==> config.mk <==
export PLATFORM = sky130hd
export DESIGN_NAME = hdtp_limit
export DESIGN_NICKNAME = d
export VERILOG_FILES = /design/src/rtl/hdtp_pkg.sv /design/src/rtl/hdtp_limit.sv
export SDC_FILE = /design/constraint.sdc
export NUM_CORES = 1
export LEC_CHECK = 0
export ABC_AREA = 1
export BUFFER_PORTS_ARGS = -buffer_cell sky130_fd_sc_hd__buf_4
export CORE_MARGIN = 2
export CORE_UTILIZATION = 30
export CTS_BUF_LIST = sky130_fd_sc_hd__clkbuf_4 sky130_fd_sc_hd__clkbuf_8 sky130_fd_sc_hd__clkbuf_16
export DETAILED_ROUTE_END_ITERATION = 12
export GPL_TIMING_DRIVEN = 1
export PLACE_DENSITY = 0.45
export SLEW_MARGIN = 10
export SYNTH_ARGS = -nofsm -noshare
export SYNTH_HDL_FRONTEND = slang
export SYNTH_SLANG_ARGS = --single-unit
==> constraint.sdc <==
create_clock -name clk -period 5.2 [get_ports clk]
set_input_delay 0.78 -clock clk [delete_from_list [all_inputs] [get_ports clk]]
set_output_delay 0.78 -clock clk [all_outputs]
set_load 0.005 [all_outputs]
==> src/rtl/hdtp_pkg.sv <==
// ----------------------------------------------------------------------------
// hdtp_pkg
// Shared constants, item type, atan table and shift helper for the turn-limited heading block.
// ----------------------------------------------------------------------------
package hdtp_pkg;

	localparam int CORDIC_STEPS = 16;
	localparam int ATAN_ENTRIES = 24;
	localparam int NSTEP        = (CORDIC_STEPS < ATAN_ENTRIES) ? CORDIC_STEPS : ATAN_ENTRIES;
	localparam int STEP_W       = 5;

	// x/y datapath width: normalized magnitude below 2^41, cordic gain and
	// the first rotation keep it below 2^43
	localparam int XY_W = 46;
	localparam int NM_W = 41;
	localparam int SH_W = 6;

	// shift by 32,16,8,4,2,1 while below the limit, then one fixed shift
	localparam int NORM_CELLS = 7;

	// input stage, pre-rotation stage, normalizer, cordic, two limit stages
	localparam int LAT = 2 + NORM_CELLS + NSTEP + 2;

	localparam logic [NM_W-1:0] NORM_LIM     = NM_W'(64'h100_0000_0000);
	localparam logic [14:0]     MAX_TURN_RST = 15'd5461;
	localparam logic [31:0]     Z_PI         = 32'h8000_0000;
	localparam logic [31:0]     ROUND_HALF   = 32'h0000_8000;

	typedef struct packed {
		logic signed [XY_W-1:0] x;
		logic signed [XY_W-1:0] y;
		logic [NM_W-1:0]        m;
		logic [31:0]            z;
		logic                   zero;
		logic [15:0]            head;
	} hdtp_item_t;

	// atan(2^-i) with 2^31 = pi
	function automatic logic [31:0] atan_lut(input logic [STEP_W-1:0] idx);
		logic [31:0] r;
		case (idx)
			5'd0:    r = 32'h20000000;
			5'd1:    r = 32'h12E4051E;
			5'd2:    r = 32'h09FB385B;
			5'd3:    r = 32'h051111D4;
			5'd4:    r = 32'h028B0D43;
			5'd5:    r = 32'h0145D7E1;
			5'd6:    r = 32'h00A2F61E;
			5'd7:    r = 32'h00517C55;
			5'd8:    r = 32'h0028BE53;
			5'd9:    r = 32'h00145F2F;
			5'd10:   r = 32'h000A2F98;
			5'd11:   r = 32'h000517CC;
			5'd12:   r = 32'h00028BE6;
			5'd13:   r = 32'h000145F3;
			5'd14:   r = 32'h0000A2F9;
			5'd15:   r = 32'h0000517D;
			5'd16:   r = 32'h000028BE;
			5'd17:   r = 32'h0000145F;
			5'd18:   r = 32'h00000A30;
			5'd19:   r = 32'h00000518;
			5'd20:   r = 32'h0000028C;
			5'd21:   r = 32'h00000146;
			5'd22:   r = 32'h000000A3;
			5'd23:   r = 32'h00000051;
			default: r = 32'h00000000;
		endcase
		return r;
	endfunction

	function automatic logic [SH_W-1:0] norm_shift(input int k);
		int s;
		s = (k < NORM_CELLS - 1) ? (32 >> k) : 1;
		return SH_W'(s);
	endfunction

endpackage

==> src/rtl/hdtp_limit.sv <==
// ----------------------------------------------------------------------------
// hdtp_limit
// Rounds the bearing, wraps the heading error and applies the turn limit.
// ----------------------------------------------------------------------------
module hdtp_limit import hdtp_pkg::*; (
	input  logic        clk,
	input  logic        arst_n,
	input  logic        vld_in,
	input  logic [31:0] z,
	input  logic        zero,
	input  logic [15:0] head,
	input  logic [14:0] max_turn,
	output logic        done,
	output logic [15:0] heading_cmd,
	output logic        turn_clamped
);

	logic [31:0] rnd;
	logic [15:0] b;
	logic [15:0] b_s1;
	logic [15:0] diff_s1;
	logic [15:0] head_s1;
	logic        vld_s1;
	logic        neg;
	logic [15:0] adiff;
	logic [15:0] lim;
	logic        clamp;
	logic [15:0] cmd;
	logic [15:0] cmd_s2;
	logic        clamp_s2;
	logic        vld_s2;

	always_comb begin
		rnd = z + ROUND_HALF;
		b   = zero ? 16'd0 : rnd[31:16];
	end

	always_ff @(posedge clk or negedge arst_n) begin
		if (!arst_n) begin
			vld_s1 <= 1'b0;
			vld_s2 <= 1'b0;
		end else begin
			vld_s1 <= vld_in;
			vld_s2 <= vld_s1;
		end
	end

	always_ff @(posedge clk) begin
		b_s1    <= b;
		diff_s1 <= b - head;
		head_s1 <= head;
	end

	// a difference of exactly pi has magnitude 32768 and turns negative
	always_comb begin
		neg   = diff_s1[15];
		adiff = neg ? (16'd0 - diff_s1) : diff_s1;
		lim   = {1'b0, max_turn};
		clamp = adiff > lim;
		cmd   = b_s1;
		if (clamp) begin
			cmd = neg ? (head_s1 - lim) : (head_s1 + lim);
		end
	end

	always_ff @(posedge clk) begin
		cmd_s2   <= cmd;
		clamp_s2 <= clamp;
	end

	assign done         = vld_s2;
	assign heading_cmd  = cmd_s2;
	assign turn_clamped = clamp_s2;

	a_vld_to_done: assert property (@(posedge clk) disable iff (!arst_n)
		vld_s1 |=> done)
		else $error("limit stage lost a transaction");

	a_no_extra_done: assert property (@(posedge clk) disable iff (!arst_n)
		!vld_s1 |=> !done)
		else $error("limit stage produced an extra transaction");

	a_clamp_step: assert property (@(posedge clk) disable iff (!arst_n)
		done && turn_clamped |->
			(heading_cmd == $past(head_s1) + {1'b0, max_turn}) ||
			(heading_cmd == $past(head_s1) - {1'b0, max_turn}))
		else $error("clamped command is not heading plus or minus the limit");

endmodule

# == Word level (Yosys, flattened, before mapping) ==
# Index checks and enable logic that the tools add are counted.
# totals
word_cells,17
in_bits,67
register_bits,67
# classes
n_mux,4
addsub,5
n_lt_le_gt_ge,1
# op_table
op,count
$mux W16,4
$add A32 B16 Y32 const B,1
$add A16 B15 Y16,1
$gt A16 B15 Y1,1
$sub A1 B16 Y16 const A,1
$sub A16 B15 Y16,1
$sub A16 B16 Y16,1

# == Logic depth before layout (Yosys ltp) ==
# logic_depth
word_depth,4
ltp_mapped,22
depth_no_buf,22

# == Least setup slack after synthesis ==
# Ideal clock, no wire load.
# synth_path
kind,input -> register
from,input port max_turn[1]
to,"register cmd_s2[15], in the netlist heading_cmd[15]"
path_slack_ns,2.349
n_path_buf,0
required_time_ns,5.088
setup_ns,0.112
path_stages,21
arrival_time_ns,2.739
cell_sequence,inv_1 -> ha_1 -> inv_1 -> nor2_1 -> nand2_1 -> o31ai_1 -> nand2_1 -> xor2_1 -> ha_1 -> nand2_1 -> inv_1 -> nand2_1 -> nand2_1 -> inv_1 -> nand2_1 -> inv_1 -> nand2_1 -> nand2_1 -> nand2_1 -> nand2_1 -> nand2_1
# synth_between
elab_chain_cells,3
word_cells_on_any_way,5
cone_classes,2 x add/sub; 1 x order compare; 2 x mux
# synth_rtl
element,line_no,source
"start, declared",hdtp_limit.sv:12,"input logic [14:0] max_turn,"
$add A16 B15 Y16 / $sub A16 B15 Y16 (equally long branches),hdtp_limit.sv:62,cmd = neg ? (head_s1 - lim) : (head_s1 + lim);
$mux W16,hdtp_limit.sv:62,
$mux W16 *,hdtp_limit.sv:61,if (clamp) begin
named net cmd[15],hdtp_limit.sv:28,logic [15:0] cmd;
"end signal, assigned",hdtp_limit.sv:67,cmd_s2 <= cmd;
"end, declared",hdtp_limit.sv:29,logic [15:0] cmd_s2;
# The timed path passes the listed nets; every way through them passes the cells marked *.

# == Worst setup path in the final report ==
# layout_path
from,register diff_s1[15]
to,"register cmd_s2[15], in the netlist heading_cmd[15]"
# layout_between
elab_chain_cells,4
word_cells_on_any_way,5
cone_classes,1 x add/sub; 1 x order compare; 3 x mux
# layout_rtl
element,line_no,source
"start, declared",hdtp_limit.sv:21,logic [15:0] diff_s1;
"start signal, assigned",hdtp_limit.sv:50,diff_s1 <= b - head;
$sub A1 B16 Y16,hdtp_limit.sv:57,adiff = neg ? (16'd0 - diff_s1) : diff_s1;
$mux W16,hdtp_limit.sv:57,
$gt A16 B15 Y1,hdtp_limit.sv:59,clamp = adiff > lim;
$mux W16 *,hdtp_limit.sv:61,
named net cmd[15],hdtp_limit.sv:28,
# Marks and branches as above.

==> out/results.ini <==
[placed_design]
gp_congestion=0.855
dp_hpwl_mm=11.2
dp_cells=993
port_buffers=69
dpl_worst_slack_ns=1.75

[synthesis]
synth_top_cell_area_share=0.269
ys_seq_area_frac=0.280
netlist_area_mm2=0.00483
syn_avg_cell_area_um2=6.77
synth-seq-cells=67
synth_top_cells_by_count=nand2_1, inv_1, dfxtp_1
synthArstFlopShare=0.0299
yosysWarnings=0
synth_nets=831
synth_edf_count=0
ys_types=39
synth.area.top_cells=dfxtp_1, nand2_1, ha_1
synthFlopType=dfxtp_1
synth.largest_area_cell=dfxtp_1
syn_inst=714
yosysMostFrequentCell=nand2_1

[final_layout]
antenna_cells=0
fin_cells=1009
drive_gt1_frac=0.155
area_delta_synth_final_pct=22.0
n_fill_cell=1680
layout.nets=905

[route]
ant_nets=0
dr_wl_met3_um=408
dr_wl_met2_mm=5.96
vias_per_cell=4.42
num_vias=4458
met1_length_mm=6.46
top_layer=met4
drt_first_pass_iters=4
post_drt_wl_per_cell_um=12.9
routed_wl_mm=13.0
drt_iter0_drc=130
drc=0

[floorplanning]
fp.dieW_um=131
io_pins=85
core_mm2=0.0158
rows=46
die-height_um=131
die_area_mm2=0.0171
start_util=0.305

[power]
p_total_w=0.00215
clock_power_share=0.287
peakVddDrop_mv=0.131
combPwrFrac=0.397
netSwitchingPower_w=0.000770
p_sw_frac=0.358
p_seq_frac=0.316
powerDensity_mw_per_mm2=364
intPower_w=0.00138
leakagePower_nw=3.16

[worst_setup_path]
max_stage_delay_ns=0.89
cp-end-kind=register
r2r_cells=16
cp_max_fo=21
crit_family=simple AND/OR/NAND/NOR gates
critPathKind=reg2reg
r2r_slack_ns=2.01
cpMaxStageDelayCell=dfxtp_1
r2r-end=heading_cmd[15]
startpoint=diff_s1[15]
cp_data_required_time_ns=5.42
critPathArrivalTime_ns=3.40
cp.depth=16
path_buf_inv=3
crit_path_end=heading_cmd[15]
startpoint_type=register
crit_chain=inv_2 -> nand2_1 -> o21ai_0 -> xor2_1 -> inv_1 -> ha_1 -> nand2_1 -> inv_1 -> a21oi_1 -> nand2_1 -> nand2_1 -> nand2_1 -> nand2_1 -> nand2_1 -> nand2_1 -> nand2_1
cp_common_cell=nand2_1
rr_startpoint=diff_s1[15]

[clock_tree]
postCtsSetupRepairBufs=0
cts-htree-levels=3
ctsHoldBuffers=0
clk_path_buf_depth=2
worstSkewPairLatency_ns=0.33
cts_root_buffer=clkbuf_16
clock_sinks=67
path_clk_slew_ns=0.05
ctsResizeCount=0
cts_made_buffers=9
cts_tree=done

[run_status]
status=completed

[global_route]
grt_max_degree=25
first_global_vias=4266
antenna_found_initial=0
grt_pass1_wl_mm=20.7
track_usage=0.158
grt_overflow=0

[timing]
timing_hold_violations_final=0
min_period_ns=3.19
setup_tns_ns=0
holdWs_ns=0.224
max_clock_freq_mhz=314
relSlewSlack=0.402
final_max_slew_viol_count=0
fin_crit_sh=0.613
fin_ws_ns=2.01
fin_skew_ns=0.00912
tightest_slew_ns=0.896
setup_viol=0
grt_setup_unrepaired=no

[run]
maxCapViolCount=0

[hold_path]
min_path_type=in2async

-- flip-flops by register name, summed over array words and instances (netlist names) --
register,count
heading_cmd,16
diff_s1,16
turn_clamped,1
vld_s1,1
done,1
b_s1,16
head_s1,16
-- how the worst min path moves through the flow --
stage                       from   end  depth (start not counted)
after detailed placement  vld_s1  done                          0
after global routing      arst_n  done                          1
after floorplan           vld_s1  done                          0
after global placement    vld_s1  done                          0
final                     arst_n  done                          1
after CTS                 arst_n  done                          1
-- area by class of cell --
type | count | area, µm² | area share
Tap cell | 216 | 270 | 0.0459
Sequential cell | 67 | 1350 | 0.229
Inverter | 116 | 435 | 0.0739
Clock inverter | 4 | 50.0 | 0.00849
Multi-Input combinational cell | 525 | 3010 | 0.511
Clock buffer | 12 | 260 | 0.0442
Timing Repair Buffer | 69 | 518 | 0.0879
-- kinds of logic (layout without fill, tap and decap cells) --
family	count (synthesis)	in the layout	share of synthesized area
and+or+nand+nor	338	338	0.298
buffers and inverters	122	201	0.0978
AOI/OAI and AO/OA	94	94	0.114
DFF	67	67	0.280
adders and majority gates	50	50	0.133
xor gates and xnor gates	43	43	0.0779
-- power groups by stage --
stage | logic, W | registers (W) | clock network (W)
detailed placement | 0.000863 | 0.000690 | 0
floorplan | 0.000583 | 0.000672 | 0
global placement | 0.000854 | 0.000689 | 0
global route | 0.000977 | 0.000689 | 0.000650
CTS | 0.000867 | 0.000679 | 0.000631
finish | 0.000853 | 0.000679 | 0.000616
-- routing by layer --
| metal | vias to the layer above | global-route usage |
|---|---|---|
| met2 | 68 | 0.261 |
| met1 | 1980 | 0.216 |
| met3 | 11 | 0.0204 |
| met5 | - | 0 |
| met4 | 0 | 0.0469 |
| li1 | 2399 | - |
-- metrics by stage --
stage	utilization	instance area [µm²]
after floorplan	-	4830
after global placement	0.353	5580
after detailed placement	0.353	5580
after CTS	0.372	5890
after global routing	0.372	5890
final	0.372	5890
-- layout by cell type, fill, tap and decap left out, types with 2 or more instances in the layout --
cell	n
nor3_1	6
o21bai_1	4
nor4_1	2
o21a_1	2
nand2_1	209
nor2_1	63
clkinvlp_4	2
dfxtp_1	65
o21ai_0	19
nand2_2	7
clkbuf_8	2
inv_2	11
o31ai_1	2
ha_1	48
o21ai_2	8
xor2_1	27
inv_1	104
xnor2_1	16
a31oi_1	4
a21o_1	5
a21oi_1	43
buf_4	69
fa_1	2
nand3_1	28
nor2_4	4
and2_1	2
nand2_4	3
dfrtp_1	2
nand4_1	7
clkbuf_16	9
o21ai_1	5
No activity file was read; power rests on OpenSTA's default activity.
