## config.mk

```make
export PLATFORM = sky130hd
export DESIGN_NAME = hdtp_norm_cell
export DESIGN_NICKNAME = d
export VERILOG_FILES = /design/src/rtl/hdtp_pkg.sv /design/src/rtl/hdtp_norm_cell.sv
export SDC_FILE = /design/constraint.sdc
export NUM_CORES = 1
export LEC_CHECK = 0
export ABC_AREA = 1
export BUFFER_PORTS_ARGS = -buffer_cell sky130_fd_sc_hd__buf_2
export CORE_MARGIN = 2
export CORE_UTILIZATION = 40
export CTS_BUF_LIST = sky130_fd_sc_hd__clkbuf_8
export DETAILED_ROUTE_END_ITERATION = 10
export PLACE_DENSITY = 0.68
export SLEW_MARGIN = 10
export SYNTH_ARGS = -nofsm -noshare
export SYNTH_HDL_FRONTEND = slang
export SYNTH_SLANG_ARGS = --single-unit
export TNS_END_PERCENT = 1
```

## constraint.sdc

```tcl
create_clock -name clk -period 1.4 [get_ports clk]
set_clock_uncertainty 0.15 [all_clocks]
set_input_delay 0 -clock clk [delete_from_list [all_inputs] [get_ports clk]]
set_output_delay 0 -clock clk [all_outputs]
set_load 0.005 [all_outputs]
```

## src/rtl/hdtp_pkg.sv

```systemverilog
// ----------------------------------------------------------------------------
// hdtp_pkg
// Shared constants, item type, atan table and shift helper for the turn-limited heading block.
// ----------------------------------------------------------------------------
package hdtp_pkg;

	localparam int CORDIC_STEPS = 16;
	localparam int ATAN_ENTRIES = 24;
	localparam int NSTEP        = (CORDIC_STEPS < ATAN_ENTRIES) ? CORDIC_STEPS : ATAN_ENTRIES;
	localparam int STEP_W       = 5;

	// x/y datapath width: normalized magnitude below 2^41, cordic gain and
	// the first rotation keep it below 2^43
	localparam int XY_W = 46;
	localparam int NM_W = 41;
	localparam int SH_W = 6;

	// shift by 32,16,8,4,2,1 while below the limit, then one fixed shift
	localparam int NORM_CELLS = 7;

	// input stage, pre-rotation stage, normalizer, cordic, two limit stages
	localparam int LAT = 2 + NORM_CELLS + NSTEP + 2;

	localparam logic [NM_W-1:0] NORM_LIM     = NM_W'(64'h100_0000_0000);
	localparam logic [14:0]     MAX_TURN_RST = 15'd5461;
	localparam logic [31:0]     Z_PI         = 32'h8000_0000;
	localparam logic [31:0]     ROUND_HALF   = 32'h0000_8000;

	typedef struct packed {
		logic signed [XY_W-1:0] x;
		logic signed [XY_W-1:0] y;
		logic [NM_W-1:0]        m;
		logic [31:0]            z;
		logic                   zero;
		logic [15:0]            head;
	} hdtp_item_t;

	// atan(2^-i) with 2^31 = pi
	function automatic logic [31:0] atan_lut(input logic [STEP_W-1:0] idx);
		logic [31:0] r;
		case (idx)
			5'd0:    r = 32'h20000000;
			5'd1:    r = 32'h12E4051E;
			5'd2:    r = 32'h09FB385B;
			5'd3:    r = 32'h051111D4;
			5'd4:    r = 32'h028B0D43;
			5'd5:    r = 32'h0145D7E1;
			5'd6:    r = 32'h00A2F61E;
			5'd7:    r = 32'h00517C55;
			5'd8:    r = 32'h0028BE53;
			5'd9:    r = 32'h00145F2F;
			5'd10:   r = 32'h000A2F98;
			5'd11:   r = 32'h000517CC;
			5'd12:   r = 32'h00028BE6;
			5'd13:   r = 32'h000145F3;
			5'd14:   r = 32'h0000A2F9;
			5'd15:   r = 32'h0000517D;
			5'd16:   r = 32'h000028BE;
			5'd17:   r = 32'h0000145F;
			5'd18:   r = 32'h00000A30;
			5'd19:   r = 32'h00000518;
			5'd20:   r = 32'h0000028C;
			5'd21:   r = 32'h00000146;
			5'd22:   r = 32'h000000A3;
			5'd23:   r = 32'h00000051;
			default: r = 32'h00000000;
		endcase
		return r;
	endfunction

	function automatic logic [SH_W-1:0] norm_shift(input int k);
		int s;
		s = (k < NORM_CELLS - 1) ? (32 >> k) : 1;
		return SH_W'(s);
	endfunction

endpackage

```

## src/rtl/hdtp_norm_cell.sv

```systemverilog
// ----------------------------------------------------------------------------
// hdtp_norm_cell
// One normalizer cell: shifts the vector left when the magnitude stays small, or always in the fixed-shift cell.
// ----------------------------------------------------------------------------
module hdtp_norm_cell import hdtp_pkg::*; (
	input  logic            clk,
	input  logic            arst_n,
	input  logic [SH_W-1:0] sh,
	input  logic            fixed_sh,
	input  logic            vld_in,
	input  hdtp_item_t      d_in,
	output logic            vld_out,
	output hdtp_item_t      d_out
);

	logic       take;
	hdtp_item_t nxt;
	hdtp_item_t d_q;
	logic       vld_q;

	always_comb begin
		take = fixed_sh || (d_in.m < (NORM_LIM >> sh));
		nxt  = d_in;
		if (take) begin
			nxt.x = d_in.x <<< sh;
			nxt.y = d_in.y <<< sh;
			nxt.m = d_in.m << sh;
		end
	end

	always_ff @(posedge clk or negedge arst_n) begin
		if (!arst_n) begin
			vld_q <= 1'b0;
		end else begin
			vld_q <= vld_in;
		end
	end

	always_ff @(posedge clk) begin
		d_q <= nxt;
	end

	assign vld_out = vld_q;
	assign d_out   = d_q;

endmodule

```

* Word-level counts from Yosys, hierarchy flattened *
Cells that the tools add are included.

storage, ports and cells
  bits in registers = 183
  output and inout port bits = 183

operators by class
  mux-type cells = 1
  shift operators = 4
  reduce and logical (&&, ||, !) cells = 1
  order comparisons = 1

operators with widths
  operator                                                               number
  133-bit two-way mux                                                    1
  46-bit by 6-bit <<< shifter with 46-bit output                         2
  41-bit less-than comparator                                            1
  41-bit by 6-bit << shifter with 41-bit output                          1
  41-bit by 6-bit right shift with 41-bit output (first input constant)  1
  1-bit logical OR                                                       1

* Logic depth before layout (Yosys ltp) *
  word-level depth = 4
  gate-level depth with buffers = 23

* Worst setup path after synthesis *
OpenSTA, ideal clock, no wires.

  path type = in2reg
  from = input sh[5]
  to = register d_q (netlist bit d_out[111])
  data arrival time = 2.567 ns
  setup time = 0.113 ns
  data required time = 1.137 ns
  cell stages on the path = 20
  path buffers = 6
  setup slack = -1.430 ns
  cell sequence = buf_2 -> nor2_1 -> clkbuf_1 -> clkbuf_1 -> buf_2 -> nand2_1 -> ha_1 -> nand2_1 -> nor2_1 -> nand2_1 -> nor2_1 -> nand2_1 -> nor2_1 -> nand2_1 -> nand3_2 -> nand2_4 -> buf_6 -> buf_6 -> nand2_1 -> nand2_1

RTL lines
  element               RTL line              source
  from (decl)           hdtp_norm_cell.sv:8   input logic [SH_W-1:0] sh,
  to (signal assigned)  hdtp_norm_cell.sv:40  d_q <= nxt;
  to (decl)             hdtp_norm_cell.sv:18  hdtp_item_t d_q;

==> impl_metrics.xml <==
<?xml version="1.0" encoding="UTF-8"?>
<metrics>
  <group name="global_route">
    <metric name="number_of_global_route_vias_before_repair" unit="">19600</metric>
    <metric name="globalRoute.totalOverflow" unit="">0</metric>
    <metric name="grt_pass1_wl" unit="microns">110000</metric>
    <metric name="grt_start_max_net_pins" unit="">99</metric>
    <metric name="grtUsageTotal" unit="%">39.8</metric>
    <metric name="antenna_violations_before_repair" unit="">3</metric>
  </group>
  <group name="synthesis">
    <metric name="synthFlopType" unit="">sky130_fd_sc_hd__dfxtp_1</metric>
    <metric name="synth_top_cells_by_area" unit="">sky130_fd_sc_hd__nand3_1, sky130_fd_sc_hd__dfxtp_1, sky130_fd_sc_hd__nand2_1</metric>
    <metric name="yosys.area.top_type" unit="">sky130_fd_sc_hd__nand3_1</metric>
    <metric name="mappedNetlistNets" unit="">2596</metric>
    <metric name="library_cell_with_the_highest_instance_count_after_synthesis" unit="">sky130_fd_sc_hd__nand3_1</metric>
    <metric name="synthesis.area" unit="sq mm">0.0138</metric>
    <metric name="synthesis.instances" unit="">2364</metric>
    <metric name="synth_top_cell_area_share" unit="%">35.4</metric>
    <metric name="seq_area_frac_synth" unit="%">26.5</metric>
    <metric name="asyncSetResetFlopFracSynth" unit="%">0.546</metric>
    <metric name="ys.warnings.count" unit="">0</metric>
    <metric name="synth-edff-count" unit="">0</metric>
    <metric name="synth.cells.most_frequent" unit="">sky130_fd_sc_hd__nand3_1, sky130_fd_sc_hd__nand2_1, sky130_fd_sc_hd__dfxtp_1, sky130_fd_sc_hd__clkbuf_1, sky130_fd_sc_hd__nor2_1</metric>
    <metric name="postSynthRegisterBits" unit="">183</metric>
    <metric name="synth_cell_types" unit="">29</metric>
    <metric name="syn-mean-instance-area" unit="sq um">5.85</metric>
  </group>
  <group name="critical_path">
    <metric name="worstPathBufferInverterCount" unit="">4</metric>
    <metric name="worst_setup_path_end_kind" unit="">flop</metric>
    <metric name="path_class" unit="">in2reg</metric>
    <metric name="crit_required" unit="ns">1.69</metric>
    <metric name="cp_data_arrival_time" unit="ns">2.39</metric>
    <metric name="cpMaxStageDelayCell" unit="">sky130_fd_sc_hd__ha_1</metric>
    <metric name="path_cells" unit="">buf_6 &gt; nor2_4 &gt; nand2_4 &gt; nor2_4 &gt; buf_4 &gt; nand2_1 &gt; ha_1 &gt; nand2_1 &gt; nor2_2 &gt; nand4_1 &gt; nor2_1 &gt; nand2_2 &gt; nand3_4 &gt; buf_12 &gt; nand2_8 &gt; clkbuf_16 &gt; nand2_1 &gt; nand2_1</metric>
    <metric name="crit_path_max_incr_delay" unit="ns">0.29</metric>
    <metric name="critPathMostFrequentCell" unit="">sky130_fd_sc_hd__nand2_1</metric>
    <metric name="critical-path-top-delay-family" unit="">simple AND/OR/NAND/NOR gates</metric>
    <metric name="critPathMaxFanout" unit="">14</metric>
    <metric name="cp-start-kind" unit="">input port</metric>
  </group>
  <group name="run_status">
    <metric name="failed_checks" unit="">setup timing</metric>
    <metric name="run_status" unit="">complete, but fails checks</metric>
  </group>
  <group name="sta">
    <metric name="timing_worst_slew_pin_value" unit="ns">1.17</metric>
    <metric name="layout_setup_ws" unit="ns">-0.700</metric>
    <metric name="timing.final.hold_violations" unit="">0</metric>
    <metric name="fmax" unit="GHz">0.476</metric>
    <metric name="finalWorstPathRequiredPeriod" unit="ns">2.10</metric>
    <metric name="setup_violators_final" unit="">133</metric>
    <metric name="timing.hold.ws" unit="ns">0.0311</metric>
    <metric name="min_period_over_period" unit="%">150</metric>
    <metric name="timing.slew.headroom" unit="%">21.9</metric>
    <metric name="slew_viol_final" unit="">0</metric>
    <metric name="rsz0062_at_grt" unit="">yes</metric>
  </group>
  <group name="drt">
    <metric name="route.vias.total" unit="">20800</metric>
    <metric name="antenna_violating_nets_left" unit="">0</metric>
    <metric name="detail_route.vias_per_cell" unit="">5.92</metric>
    <metric name="drt-pass1-iter-count" unit="">9</metric>
    <metric name="wl_per_cell" unit="microns">22.1</metric>
    <metric name="number_of_drc_markers_in_iteration_0" unit="">3044</metric>
    <metric name="totalWireLength" unit="microns">77700</metric>
    <metric name="post-route-drc-count" unit="">0</metric>
  </group>
  <group name="clock_network">
    <metric name="cts.clk_slew.worst_paths" unit="ns">0.12</metric>
    <metric name="cts.root.buffer_cell" unit="">sky130_fd_sc_hd__clkbuf_8</metric>
    <metric name="cts_inserted_buffers" unit="">17</metric>
    <metric name="h-tree-depth" unit="">4</metric>
    <metric name="max-clock-path-buffers" unit="">2</metric>
    <metric name="clock_sink_count" unit="">183</metric>
    <metric name="tritoncts_clock_tree" unit="">done</metric>
  </group>
  <group name="layout">
    <metric name="fin_nets" unit="">3268</metric>
    <metric name="syn2layout_area_growth" unit="%">50.6</metric>
    <metric name="finish.cell_count_without_fillers" unit="">3509</metric>
    <metric name="share_of_final_layout_standard_cells_stronger_than_drive_strength_1" unit="%">22.9</metric>
    <metric name="final_cell_area" unit="sq mm">0.0208</metric>
  </group>
  <group name="floorplan">
    <metric name="fp.dieW" unit="microns">190</metric>
    <metric name="floorplan.io_pins" unit="">375</metric>
    <metric name="floorplan.die_area" unit="sq mm">0.0361</metric>
    <metric name="placement_rows" unit="">68</metric>
    <metric name="floorplan.core_area" unit="sq mm">0.0343</metric>
    <metric name="die_height" unit="microns">190</metric>
    <metric name="start_util" unit="%">40.3</metric>
  </group>
  <group name="place">
    <metric name="postPlaceCellArea" unit="sq mm">0.0172</metric>
    <metric name="post-dp-hpwl" unit="microns">50000</metric>
    <metric name="place_worst_setup_slack" unit="ns">-1.31</metric>
    <metric name="routabilityCongestion" unit="">1.04</metric>
    <metric name="dp.cells" unit="">3202</metric>
    <metric name="io_buffer_count" unit="">374</metric>
  </group>
  <group name="hold_path">
    <metric name="min-delay-path-class" unit="">in2reg</metric>
  </group>
  <group name="run">
    <metric name="max_cap_viol_count" unit="">0</metric>
  </group>
  <group name="power">
    <metric name="total_leakage_power" unit="nW">10.3</metric>
    <metric name="vdd_drop_max" unit="mV">0.660</metric>
    <metric name="power_per_cell_area" unit="mW/mm^2">789</metric>
    <metric name="power.total" unit="mW">16.4</metric>
  </group>
</metrics>
## cells by family after synthesis
| family | share of synthesized area [%] |
|---|---|
| buffers and inverters | 7.52 |
| flip-flops | 26.5 |
| adder cells (fa/ha/maj) | 3.62 |
| AND/OR/NAND/NOR | 58.4 |
| AO/OA/AOI/OAI | 3.89 |
## what timing repair did
action | in CTS | in global routing
endpoints found under the setup margin | 133 | 134
hold buffers | 239 | 0
buffers inserted | 3 | 9
endpoints found under the hold margin | 184 | 0
pin swaps | 3 | 20
gates resized for setup | 20 | 47
cloned | 0 | 19
## final timing paths
| kind | cells after the start | endpoint | slack (ns) | startpoint |
|---|---|---|---|---|
| min | 9 | d_out[136] | 0.03 | d_in[136] |
| max | 18 | d_out[156] | -0.70 | sh[1] |
| min in group asynchronous | 3 | vld_out | 0.15 | arst_n |
| max in group asynchronous | 3 | vld_out | 0.85 | arst_n |
## per-stage QoR
| stage | setup TNS [ns] | utilization (%) |
|---|---|---|
| global placement | -173.83 | 50.3 |
| global route | -101.06 | 60.7 |
| finish | -87.00 | 60.7 |
| detailed placement | -170.09 | 50.3 |
| CTS | -78.71 | 58.8 |
| floorplan | -132.33 | - |
## cells in the final DEF, fill, tap and decap left out, types with 14 or more instances in the layout
cell                            synthesis  final
sky130_fd_sc_hd__inv_1                 38     37
sky130_fd_sc_hd__nand2_1              724    703
sky130_fd_sc_hd__a21oi_1               16     14
sky130_fd_sc_hd__buf_12                 0     15
sky130_fd_sc_hd__nand3_1              977    974
sky130_fd_sc_hd__clkbuf_8               0     18
sky130_fd_sc_hd__buf_4                  9    187
sky130_fd_sc_hd__o21ai_0               65     64
sky130_fd_sc_hd__dfxtp_1              182    182
sky130_fd_sc_hd__nor2_1                74     60
sky130_fd_sc_hd__ha_1                  40     36
sky130_fd_sc_hd__buf_2                 56    370
sky130_fd_sc_hd__dlygate4sd3_1          0    239
sky130_fd_sc_hd__nand2_2                1     17
## registers in the layout, summed over array words and instances (netlist names)
name and flops:
vld_out 1, d_out 182
## area by class of cell
type | count | area, sq um
Fill cell | 3186 | 13500
Multi-Input combinational cell | 1950 | 9470
Timing Repair Buffer | 839 | 6490
Sequential cell | 183 | 3670
Tap cell | 455 | 569
Clock buffer | 18 | 248
Inverter | 45 | 191
Clock inverter | 14 | 170
Antenna cell | 5 | 12.5
## where the power goes
group / switching [mW] / internal, mW / leakage [nW] / total [mW]
sequential: 0.180 / 5.69 / 1.54 / 5.87
combinational: 3.90 / 2.66 / 8.55 / 6.57
clock: 2.59 / 1.42 / 0.210 / 4.00
## metal layers
layer	track usage (%)	wire length, microns	part of all wire, %
met4	29.2	6640	8.6
met5	0	0	0
met3	6.24	6570	8.5
met1	43.4	27300	35
met2	70.2	37200	48
Power figures use the tool's default switching activity.
